## src/rtl/mlp_pkg.sv

```systemverilog
// ---------------------------------------------------------------------------
// mlp_pkg: shared types and constants for the MLP forward pass
// Word formats of the datapath and the fixed weight literals in Q0.8.
// ---------------------------------------------------------------------------
package mlp_pkg;

    // Number of input and output fields on the top-level ports.
    localparam int NUM_FIELDS   = 3;
    localparam int IN_W         = 16;
    localparam int PROB_W       = 16;
    localparam int HID_W        = 15;
    localparam int WGT_W        = 8;
    localparam int NUM_LITERALS = 18;

    typedef logic signed [IN_W-1:0] t_in_word;
    typedef logic [PROB_W-1:0]      t_prob;
    typedef logic [HID_W-1:0]       t_hidden;
    typedef logic [WGT_W-1:0]       t_weight;

    // Layer one rows first, then layer two rows, row-major by neuron.
    localparam t_weight WEIGHT_LIT [NUM_LITERALS] = '{
        8'd128, 8'd77,  8'd51,  8'd26,  8'd205, 8'd102, 8'd230, 8'd51,  8'd179,
        8'd154, 8'd102, 8'd26,  8'd77,  8'd179, 8'd128, 8'd205, 8'd26,  8'd77
    };

endpackage

```

## src/rtl/mlp_hidden.sv

```systemverilog
// ---------------------------------------------------------------------------
// mlp_hidden: hidden layer of the network
// Two pipeline stages: constant-weight products, then the row sums with
// ReLU, rounding and saturation to Q3.12.
// ---------------------------------------------------------------------------
module mlp_hidden #(
    parameter int W = 3
) (
    input  logic               i_clk,
    input  logic               i_rst_n,
    input  logic               i_valid,
    output logic               o_ready,
    input  mlp_pkg::t_in_word  i_x [W],
    output logic               o_valid,
    input  logic               i_ready,
    output mlp_pkg::t_hidden   o_hid [W]
);

    localparam int PW  = mlp_pkg::IN_W + mlp_pkg::WGT_W + 1;
    localparam int SW  = PW + $clog2(W);
    localparam int QW  = SW - 8;

    logic signed [PW-1:0] prod   [W][W];
    logic signed [PW-1:0] r_prod [W][W];
    logic signed [SW-1:0] sum    [W];
    logic signed [SW-1:0] rnd    [W];
    logic [QW-1:0]        quo    [W];
    mlp_pkg::t_hidden     n_hid  [W];
    mlp_pkg::t_hidden     r_hid  [W];

    logic r_va, r_vb;
    logic ready_a, ready_b;

    assign ready_b = ~r_vb | i_ready;
    assign ready_a = ~r_va | ready_b;
    assign o_ready = ready_a;
    assign o_valid = r_vb;
    assign o_hid   = r_hid;

    for (genvar i = 0; i < W; i++) begin : g_row
        for (genvar j = 0; j < W; j++) begin : g_col
            localparam int WIDX = (i * W + j) % mlp_pkg::NUM_LITERALS;
            assign prod[i][j] = PW'(i_x[j]) *
                                PW'($signed({1'b0, mlp_pkg::WEIGHT_LIT[WIDX]}));
        end
    end

    always_comb begin
        for (int i = 0; i < W; i++) begin
            sum[i] = '0;
            for (int j = 0; j < W; j++) begin
                sum[i] = sum[i] + SW'(r_prod[i][j]);
            end
            rnd[i] = sum[i] + SW'(128);
            quo[i] = rnd[i][SW-1:8];
            // A positive sum rounds half up; anything at or below zero is cut off.
            if (sum[i] <= 0) begin
                n_hid[i] = '0;
            end else if (quo[i] > QW'(32767)) begin
                n_hid[i] = mlp_pkg::HID_W'(32767);
            end else begin
                n_hid[i] = quo[i][mlp_pkg::HID_W-1:0];
            end
        end
    end

    always_ff @(posedge i_clk) begin
        if (!i_rst_n) begin
            r_va <= 1'b0;
            r_vb <= 1'b0;
        end else begin
            if (ready_a) begin
                r_va <= i_valid;
            end
            if (ready_b) begin
                r_vb <= r_va;
            end
        end
    end

    always_ff @(posedge i_clk) begin
        if (ready_a && i_valid) begin
            r_prod <= prod;
        end
        if (ready_b && r_va) begin
            r_hid <= n_hid;
        end
    end

endmodule

```

## src/rtl/mlp_output.sv

```systemverilog
// ---------------------------------------------------------------------------
// mlp_output: output layer weighted sums
// Two pipeline stages: constant-weight products of the hidden values, then
// the row sums biased by 8.0 in Q.20 so they can address the sigmoid table.
// ---------------------------------------------------------------------------
module mlp_output #(
    parameter int W = 3
) (
    input  logic                       i_clk,
    input  logic                       i_rst_n,
    input  logic                       i_valid,
    output logic                       o_ready,
    input  mlp_pkg::t_hidden           i_hid [W],
    output logic                       o_valid,
    input  logic                       i_ready,
    output logic [24+$clog2(W)-1:0]    o_biased [W]
);

    localparam int PW = mlp_pkg::HID_W + mlp_pkg::WGT_W;
    localparam int BW = 24 + $clog2(W);

    logic [PW-1:0] prod     [W][W];
    logic [PW-1:0] r_prod   [W][W];
    logic [BW-1:0] n_biased [W];
    logic [BW-1:0] r_biased [W];

    logic r_va, r_vb;
    logic ready_a, ready_b;

    assign ready_b  = ~r_vb | i_ready;
    assign ready_a  = ~r_va | ready_b;
    assign o_ready  = ready_a;
    assign o_valid  = r_vb;
    assign o_biased = r_biased;

    for (genvar i = 0; i < W; i++) begin : g_row
        for (genvar j = 0; j < W; j++) begin : g_col
            localparam int WIDX = (W * W + i * W + j) % mlp_pkg::NUM_LITERALS;
            assign prod[i][j] = PW'(i_hid[j]) * PW'(mlp_pkg::WEIGHT_LIT[WIDX]);
        end
    end

    always_comb begin
        for (int i = 0; i < W; i++) begin
            n_biased[i] = BW'(1) << 23;
            for (int j = 0; j < W; j++) begin
                n_biased[i] = n_biased[i] + BW'(r_prod[i][j]);
            end
        end
    end

    always_ff @(posedge i_clk) begin
        if (!i_rst_n) begin
            r_va <= 1'b0;
            r_vb <= 1'b0;
        end else begin
            if (ready_a) begin
                r_va <= i_valid;
            end
            if (ready_b) begin
                r_vb <= r_va;
            end
        end
    end

    always_ff @(posedge i_clk) begin
        if (ready_a && i_valid) begin
            r_prod <= prod;
        end
        if (ready_b && r_va) begin
            r_biased <= n_biased;
        end
    end

endmodule

```

## src/rtl/mlp_sigmoid.sv

```systemverilog
// ---------------------------------------------------------------------------
// mlp_sigmoid: sigmoid lookup for the output layer
// Scales the biased sums to a table index, saturates it, and reads a
// constant sigmoid table built at elaboration (midpoint of each bin, Q0.16).
// ---------------------------------------------------------------------------
module mlp_sigmoid #(
    parameter int W     = 3,
    parameter int DEPTH = 256
) (
    input  logic                       i_clk,
    input  logic                       i_rst_n,
    input  logic                       i_valid,
    output logic                       o_ready,
    input  logic [24+$clog2(W)-1:0]    i_biased [W],
    output logic                       o_valid,
    input  logic                       i_ready,
    output mlp_pkg::t_prob             o_prob [W]
);

    localparam int BW  = 24 + $clog2(W);
    localparam int DW  = $clog2(DEPTH + 1);
    localparam int MW  = BW + DW;
    localparam int SCW = MW - 24;
    localparam int IW  = $clog2(DEPTH);
    localparam logic [63:0] Q30_ONE = 64'd1 << 30;
    localparam int SERIES_TERMS = 24;

    // Long division, used only while the constant table is elaborated.
    function automatic logic [63:0] udiv(input logic [63:0] num, input logic [63:0] den);
        logic [63:0] rem;
        logic [63:0] quo;
        rem = '0;
        quo = '0;
        for (int b = 63; b >= 0; b--) begin
            rem = {rem[62:0], num[b]};
            if (rem >= den) begin
                rem    = rem - den;
                quo[b] = 1'b1;
            end
        end
        return quo;
    endfunction

    // e^-f in Q.30 for 0 <= f <= 1 by a truncated Taylor series.
    function automatic logic [63:0] exp_neg(input logic [63:0] f);
        logic [63:0] pos;
        logic [63:0] neg;
        logic [63:0] t;
        pos = Q30_ONE;
        neg = '0;
        t   = Q30_ONE;
        for (int i = 1; i <= SERIES_TERMS; i++) begin
            t = udiv((t * f) >> 30, 64'(i));
            if (i % 2 == 1) begin
                neg = neg + t;
            end else begin
                pos = pos + t;
            end
        end
        return (neg > pos) ? 64'd0 : pos - neg;
    endfunction

    function automatic logic [15:0] sig_entry(input int k);
        logic [63:0] e1;
        logic [63:0] e;
        logic [63:0] a;
        logic [63:0] n;
        logic [63:0] mag;
        logic [63:0] den;
        logic [63:0] v;
        int          d;
        e1  = exp_neg(Q30_ONE);
        d   = 2 * k + 1 - DEPTH;
        mag = 64'((d < 0) ? -d : d);
        a   = udiv((mag * 64'd8) << 30, 64'(DEPTH));
        n   = a >> 30;
        e   = exp_neg(a & (Q30_ONE - 64'd1));
        for (int m = 0; m < int'(n); m++) begin
            e = (e * e1) >> 30;
        end
        den = Q30_ONE + e;
        if (d >= 0) begin
            v = udiv((64'd1 << 46) + (den >> 1), den);
        end else begin
            v = udiv((e << 16) + (den >> 1), den);
        end
        return (v > 64'd65535) ? 16'hFFFF : v[15:0];
    endfunction

    mlp_pkg::t_prob  sig_rom [DEPTH];

    for (genvar k = 0; k < DEPTH; k++) begin : g_rom
        localparam logic [15:0] ENTRY = sig_entry(k);
        assign sig_rom[k] = ENTRY;
    end

    localparam logic [MW-1:0] DEPTH_M = MW'(DEPTH);

    logic [MW-1:0]  mult     [W];
    logic [SCW-1:0] r_scaled [W];
    logic [IW-1:0]  idx      [W];
    mlp_pkg::t_prob r_prob   [W];

    logic r_va, r_vb;
    logic ready_a, ready_b;

    assign ready_b = ~r_vb | i_ready;
    assign ready_a = ~r_va | ready_b;
    assign o_ready = ready_a;
    assign o_valid = r_vb;
    assign o_prob  = r_prob;

    always_comb begin
        for (int i = 0; i < W; i++) begin
            mult[i] = MW'(i_biased[i]) * DEPTH_M;
            // Sums past +8.0 land on the last table entry.
            if (r_scaled[i] > SCW'(DEPTH - 1)) begin
                idx[i] = IW'(DEPTH - 1);
            end else begin
                idx[i] = r_scaled[i][IW-1:0];
            end
        end
    end

    always_ff @(posedge i_clk) begin
        if (!i_rst_n) begin
            r_va <= 1'b0;
            r_vb <= 1'b0;
        end else begin
            if (ready_a) begin
                r_va <= i_valid;
            end
            if (ready_b) begin
                r_vb <= r_va;
            end
        end
    end

    always_ff @(posedge i_clk) begin
        for (int i = 0; i < W; i++) begin
            if (ready_a && i_valid) begin
                r_scaled[i] <= mult[i][MW-1:24];
            end
            if (ready_b && r_va) begin
                r_prob[i] <= sig_rom[idx[i]];
            end
        end
    end

endmodule

```

## src/rtl/two_layer_mlp_forward.sv

```systemverilog
// ---------------------------------------------------------------------------
// two_layer_mlp_forward: fixed dense network, ReLU hidden layer, sigmoid out
//
// Input channel (i_in_valid / o_in_ready) carries one word of three signed
// Q3.12 features; output channel (o_out_valid / i_out_ready) returns one
// word of three unsigned Q0.16 sigmoid outputs per input word, in order.
// A word is taken at a rising edge where its valid and ready are both high.
// Each input word passes through registered stages: two in the hidden layer
// (products, sums with ReLU), two in the output layer (products, biased
// sums) and two in the sigmoid (index scaling, table read).
// Throughput is one word per cycle while the receiver is ready; every stage
// has its own valid bit.
// When the receiver stalls, words collect in empty stages and o_in_ready
// drops only once all six stages hold a word; nothing is lost or repeated.
// Reset (synchronous, active low) empties the pipeline; the weights and the
// sigmoid table are constants and need no loading.
// ---------------------------------------------------------------------------
module two_layer_mlp_forward #(
    parameter int LAYER_WIDTH         = 3,
    parameter int SIGMOID_TABLE_DEPTH = 256
) (
    input  logic               i_clk,
    input  logic               i_rst_n,
    input  logic               i_in_valid,
    output logic               o_in_ready,
    input  mlp_pkg::t_in_word  i_in_value_0,
    input  mlp_pkg::t_in_word  i_in_value_1,
    input  mlp_pkg::t_in_word  i_in_value_2,
    output logic               o_out_valid,
    input  logic               i_out_ready,
    output mlp_pkg::t_prob     o_out_prob_0,
    output mlp_pkg::t_prob     o_out_prob_1,
    output mlp_pkg::t_prob     o_out_prob_2
);

    localparam int W  = LAYER_WIDTH;
    localparam int BW = 24 + $clog2(W);

    mlp_pkg::t_in_word in_vals [mlp_pkg::NUM_FIELDS];
    mlp_pkg::t_prob    out_vals [mlp_pkg::NUM_FIELDS];
    mlp_pkg::t_in_word x       [W];
    mlp_pkg::t_hidden  hid     [W];
    logic [BW-1:0]     biased  [W];
    mlp_pkg::t_prob    prob    [W];

    logic hid_valid, hid_ready;
    logic sum_valid, sum_ready;

    assign in_vals[0] = i_in_value_0;
    assign in_vals[1] = i_in_value_1;
    assign in_vals[2] = i_in_value_2;

    // Input lanes beyond the third see zero.
    for (genvar j = 0; j < W; j++) begin : g_in
        if (j < mlp_pkg::NUM_FIELDS) begin : g_port
            assign x[j] = in_vals[j];
        end else begin : g_zero
            assign x[j] = '0;
        end
    end

    for (genvar i = 0; i < mlp_pkg::NUM_FIELDS; i++) begin : g_out
        if (i < W) begin : g_lane
            assign out_vals[i] = prob[i];
        end else begin : g_zero
            assign out_vals[i] = '0;
        end
    end

    assign o_out_prob_0 = out_vals[0];
    assign o_out_prob_1 = out_vals[1];
    assign o_out_prob_2 = out_vals[2];

    mlp_hidden #(
        .W (W)
    ) u_hidden (
        .i_clk   (i_clk),
        .i_rst_n (i_rst_n),
        .i_valid (i_in_valid),
        .o_ready (o_in_ready),
        .i_x     (x),
        .o_valid (hid_valid),
        .i_ready (hid_ready),
        .o_hid   (hid)
    );

    mlp_output #(
        .W (W)
    ) u_output (
        .i_clk    (i_clk),
        .i_rst_n  (i_rst_n),
        .i_valid  (hid_valid),
        .o_ready  (hid_ready),
        .i_hid    (hid),
        .o_valid  (sum_valid),
        .i_ready  (sum_ready),
        .o_biased (biased)
    );

    mlp_sigmoid #(
        .W     (W),
        .DEPTH (SIGMOID_TABLE_DEPTH)
    ) u_sigmoid (
        .i_clk    (i_clk),
        .i_rst_n  (i_rst_n),
        .i_valid  (sum_valid),
        .o_ready  (sum_ready),
        .i_biased (biased),
        .o_valid  (o_out_valid),
        .i_ready  (i_out_ready),
        .o_prob   (prob)
    );

endmodule

```

## config.mk

```make
export PLATFORM = sky130hd
export DESIGN_NAME = two_layer_mlp_forward
export DESIGN_NICKNAME = d
export VERILOG_FILES = /design/src/rtl/mlp_pkg.sv /design/src/rtl/mlp_hidden.sv /design/src/rtl/mlp_output.sv /design/src/rtl/mlp_sigmoid.sv /design/src/rtl/two_layer_mlp_forward.sv
export SDC_FILE = /design/constraint.sdc
export NUM_CORES = 2
export LEC_CHECK = 0
export BUFFER_PORTS_ARGS = -buffer_cell sky130_fd_sc_hd__buf_4
export CORE_ASPECT_RATIO = 0.8
export CORE_MARGIN = 2
export CORE_UTILIZATION = 60
export CTS_CLUSTER_DIAMETER = 150
export DETAILED_ROUTE_END_ITERATION = 8
export GPL_ROUTABILITY_DRIVEN = 1
export GPL_TIMING_DRIVEN = 0
export PLACE_DENSITY_LB_ADDON = 0.08
export SETUP_SLACK_MARGIN = 0.05
export SYNTH_ARGS = -nofsm -noshare
export SYNTH_HDL_FRONTEND = slang
export SYNTH_SLANG_ARGS = --single-unit
```

## constraint.sdc

```tcl
create_clock -name i_clk -period 9.4 [get_ports i_clk]
set_input_delay 0 -clock i_clk [delete_from_list [all_inputs] [get_ports i_clk]]
set_output_delay 0 -clock i_clk [all_outputs]
set_load 0.01 [all_outputs]
```

==> results.py, run 1 <==
metrics = {
    "run_status": {
        "status": "aborted with a tool error",
        "haltStage": "global routing",
        "firstError": "[ERROR GRT-0116] Global routing finished with congestion. Check the congestion regions in the DRC Viewer.",
    },
    "clocking": {
        "cts_max_level": 2,
        "cts_buffers": 52,
        "cts_max_path_buffers": 3,
        "root_buffer": "clkbuf_16",
        "cts_setup_buffers": 0,
        "ctsResizeCount": 0,
        "cts_hold_buf": 28,
        "cts_sinks": 468,
    },
    "synthesis": {
        "syn_area_mm2": 0.0609,
        "netlist_instances": 6824,
        "async_flop_share": 0,
        "synth.distinct_cells": 104,
        "yosys_register_bits": 468,
        "synth_area_leaders": "edfxtp_1 (23%), ha_1 (17%), fa_1 (16%)",
        "syn_avg_cell_area_um2": 8.92,
        "synth_nets": 8186,
        "synth-edff-count": 462,
        "synthFlopType": "edfxtp_1",
        "synth_largest_area_cell": "edfxtp_1",
        "yosysTopAreaCellShare": 0.228,
        "ys_seq_area_frac": 0.230,
        "ys_warn_count": 0,
    },
    "global_routing": {
        "grt_pass1_vias": 80508,
        "track_usage": 0.815,
        "grt_max_degree": 34,
        "overflow": 1623,
        "grt_pass1_wl_um": 615000,
    },
    "floorplan": {
        "fp-row-count": 104,
        "num_io_pins": 102,
        "die_y_um": 289,
        "fp.dieW_um": 360,
        "initial_core_util": 0.605,
    },
    "placement": {
        "dp_slack_ps": 3750,
        "io_buffer_count": 101,
        "dpl.hpwl_um": 214000,
        "place.gp.congestion": 1.12,
    },
}
cells in the mapped netlist, types with 48 or more instances:
library cell / instances
fa_1: 481
a211oi_1: 74
nor2_1: 485
o21ai_0: 367
buf_1: 48
ha_1: 829
a21o_1: 76
edfxtp_1: 462
a31oi_1: 86
clkbuf_1: 231
nor2b_1: 51
a21oi_1: 545
xnor2_1: 245
inv_1: 1141
nand3_1: 127
o211ai_1: 90
o21a_1: 62
nand2_1: 400
nor3_1: 139
xor2_1: 78
cells by family after synthesis:
logic type | Yosys count | synth area share
AOI/OAI and AO/OA | 1784 | 0.189
xor gates and xnor gates | 324 | 0.0467
adders and majority gates | 1310 | 0.328
buffers and inverters | 1434 | 0.0888
DFF | 468 | 0.230
muxes | 18 | 0.00368
and+or+nand+nor | 1486 | 0.114
routing by layer:
metal	track usage	GRT overflow
met1	0.837	136
met2	0.910	832
met3	0.736	181
met4	0.744	462
met5	0.561	12
metrics by stage:
stage | utilization | hold WS, ps | cell area (um2) | instances | setup TNS (ps)
after floorplan | - | 98.9 | 60900 | 6824 | 0
after global placement | 0.629 | 215 | 63300 | 8250 | -152620
after detailed placement | 0.633 | 219 | 63600 | 8264 | 0
after CTS | 0.653 | 16.6 | 65700 | 8385 | 0
==> run 2, diff against run 1 <==
CORE_ASPECT_RATIO = default   (was 0.8)
CORE_UTILIZATION = 40   (was 60)
CTS_CLUSTER_DIAMETER = default   (was 150)
PLACE_DENSITY_LB_ADDON = 0.15   (was 0.08)
SETUP_SLACK_MARGIN = default   (was 0.05)
clock period = 12.2 ns   (was 9.4 ns; I/O delays follow)
==> run 2 against run 1 <==
Compared with the run above:
- the flow now finishes, with violations (capacitance limit, slew limit)
- synthesized cell count unchanged
- area after synthesis unchanged
==> results.py, run 2 <==
metrics = {
    "floorplan": {
        "dieArea_mm2": 0.155,
        "die_y_um": 394,
        "fp.dieW_um": 394,
        "fp-row-count": 143,
        "initial_core_util": 0.402,
        "core-area_mm2": 0.152,
        "num_io_pins": 102,
    },
    "cells_and_area": {
        "drive_above_1_share": 0.0464,
        "final_common_cell": "inv_1",
        "area_growth_pct": 10.1,
        "largest_register": "u_hidden.r_prod",
        "layout.nets": 8399,
        "largest_reg_flops": 170,
        "fill_cells": 15045,
        "mostFrequentLayoutCells": "inv_1 (1,141), ha_1 (829), a21oi_1 (545)",
    },
    "sta": {
        "rsz0062_at_grt": "no",
        "max_freq_mhz": 156,
        "min_period_ps": 6400,
        "hold_violations": 0,
        "tightestPinTransition_ps": 1460,
        "clock_skew_ps": 56.6,
        "timing.final.crit_share": 0.524,
        "finalSetupViolCount": 0,
        "slew_violations": 1,
        "relSlewSlack": -0.00161,
        "setup_slack_ps": 5800,
    },
    "synthesis": {
        "syn_area_mm2": 0.0609,
        "yosysTopAreaCellShare": 0.228,
        "synthMuxAreaShare": 0.00368,
        "post-synth-top-count-cell": "inv_1",
        "ys_warn_count": 0,
        "synth-xor-area-share": 0.0467,
        "synth-compound-area-share": 0.189,
        "synth-edff-count": 462,
        "synth_area_leaders": "edfxtp_1 (23%), ha_1 (17%), fa_1 (16%)",
        "netlist_instances": 6824,
        "yosys_register_bits": 468,
        "synth.distinct_cells": 104,
        "syn_avg_cell_area_um2": 8.92,
        "synthFlopType": "edfxtp_1",
        "synth_top_family_by_area": "adder cells",
        "synth_commonest_cells": "inv_1 (1,141), ha_1 (829), a21oi_1 (545)",
        "yosys.area_share.simple": 0.114,
        "async_flop_share": 0,
        "synth_nets": 8186,
        "synth_largest_area_cell": "edfxtp_1",
        "synthAdderAreaFrac": 0.328,
        "ys_seq_area_frac": 0.230,
    },
    "setup_path": {
        "cp-endpoint": "u_sigmoid.o_prob[34]$_DFFE_PP_",
        "critPathKind": "flip-flop to flip-flop",
        "r2r_slack_ps": 5800,
        "worstPathArrival_ps": 6760,
        "path_max_fanout": 12,
        "reg2reg_from": "u_sigmoid.r_scaled[0][8]$_DFFE_PP_",
        "cpPeakStageDelay_ps": 1080,
        "crit_path_frequent_cell": "nor2_1",
        "crit_path_start_kind": "flip-flop",
        "cp_slowest_cell": "nor2_1",
        "required_ps": 12560,
        "crit_path_end_kind": "flip-flop",
        "reg2reg_to": "u_sigmoid.o_prob[34]$_DFFE_PP_",
        "crit_start": "u_sigmoid.r_scaled[0][8]$_DFFE_PP_",
        "path_cells": "clkbuf_1 -> nor2_1 -> inv_1 -> ha_1 -> clkbuf_1 -> buf_1 -> nor2_1 -> nor2_1 -> a21oi_1 -> a21oi_1 -> o311ai_0 -> o41ai_1",
        "reg2reg_depth": 12,
    },
    "clocking": {
        "cts_hold_buf": 33,
        "root_buffer": "clkbuf_16",
        "ctsResizeCount": 0,
        "cts_sinks": 468,
        "clkLatencyLatePin_ps": 710,
        "cts_max_path_buffers": 3,
        "path_clk_slew_ps": 70,
        "cts_max_level": 2,
        "cts_buffers": 61,
        "cts_tree": "done",
        "cts_setup_buffers": 0,
    },
    "run_status": {
        "status": "complete, but fails checks",
        "violations": "capacitance limit, slew limit",
    },
    "drt": {
        "drtIter0Drc": 4617,
        "dr.pass1.iters": 9,
        "wl_per_cell_um": 27.0,
        "viasPerCell": 5.84,
        "wl_um": 247000,
        "final_antenna_net_count": 0,
        "drt_drc_violations_left": 0,
        "vias": 53285,
    },
    "global_routing": {
        "grt_pass1_wl_um": 360000,
        "antenna_found_initial": 6,
        "track_usage": 0.313,
        "overflow": 0,
        "grt_pass1_vias": 53940,
        "grt_max_degree": 34,
    },
    "placement": {
        "dpl.hpwl_um": 195000,
        "dp_slack_ps": 6320,
        "place.gp.congestion": 1.03,
        "io_buffer_count": 101,
    },
    "hold_path": {
        "hp-class": "input pin to flip-flop",
    },
    "job": {
        "drv_cap": 1,
    },
}
==> run 2: cell counts after synthesis <==
Identical to the previous run, type by type.
==> run 2: logic make-up after synthesis <==
logic type / count (synthesis)
multiplexers: 18
AND/OR/NAND/NOR: 1486
XOR/XNOR: 324
buffers and inverters: 1434
flip-flops: 468
adder cells (fa/ha/maj): 1310
AO/OA/AOI/OAI: 1784
==> run 2: how the worst min path moves through the flow <==
stage | from | endpoint | cells after the start | slack [ps]
global route | i_in_value_0[8] | u_hidden.r_prod[215]$_DFFE_PP_ | 2 | 80
CTS | i_rst_n | u_output.o_valid$_SDFFE_PN0P_ | 3 | 30
finish | i_rst_n | u_output.o_valid$_SDFFE_PN0P_ | 3 | 90
floorplan | i_in_value_2[0] | u_hidden.r_prod[0]$_DFFE_PP_ | 0 | 100
detailed placement | i_in_value_0[0] | u_hidden.r_prod[207]$_DFFE_PP_ | 1 | 240
global placement | i_in_value_0[0] | u_hidden.r_prod[207]$_DFFE_PP_ | 1 | 240
==> run 2: routing by layer <==
metal,routed length [um],track usage
met3,18700,0.0631
met1,97200,0.380
met4,18300,0.195
met2,112000,0.508
met5,35,0
==> run 2: layout make-up <==
type	count	area [um2]	share of cell area
multi-input cells	4922	41600	0.620
inverters	1147	4310	0.0642
clock inverters	46	546	0.00814
repair buffers	150	1420	0.0212
clock buffers	68	1570	0.0235
diodes	1	2.50	0.0000373
plain buffers	287	1100	0.0164
well taps	2030	2540	0.0379
flip-flops and latches	468	14000	0.209
==> run 2: critical path: cells and delay by family (launching register included) <==
kind                     cells  cell delay (ps)
AO/OA/AOI/OAI                4             1420
adder cells (fa/ha/maj)      1              610
buffers and inverters        4             1740
flip-flops                   1              380
AND/OR/NAND/NOR              3             1890
==> run 2: stage by stage <==
step	hold slack, ps	setup TNS (ps)	area, um2	util	instances
2_1_floorplan	98.9	0	60900	-	6824
3_3_place_gp	241	-452040	64200	0.424	8955
4_1_cts	30.8	0	67000	0.442	9118
3_5_place_dp	241	0	64600	0.426	8971
5_1_grt	77.1	0	67000	0.442	9118
6_report	86.7	0	67000	0.442	9119
Power of run 2 is not shown: default switching activity piles up to over one toggle a cycle in this logic, so the estimate is an artifact.
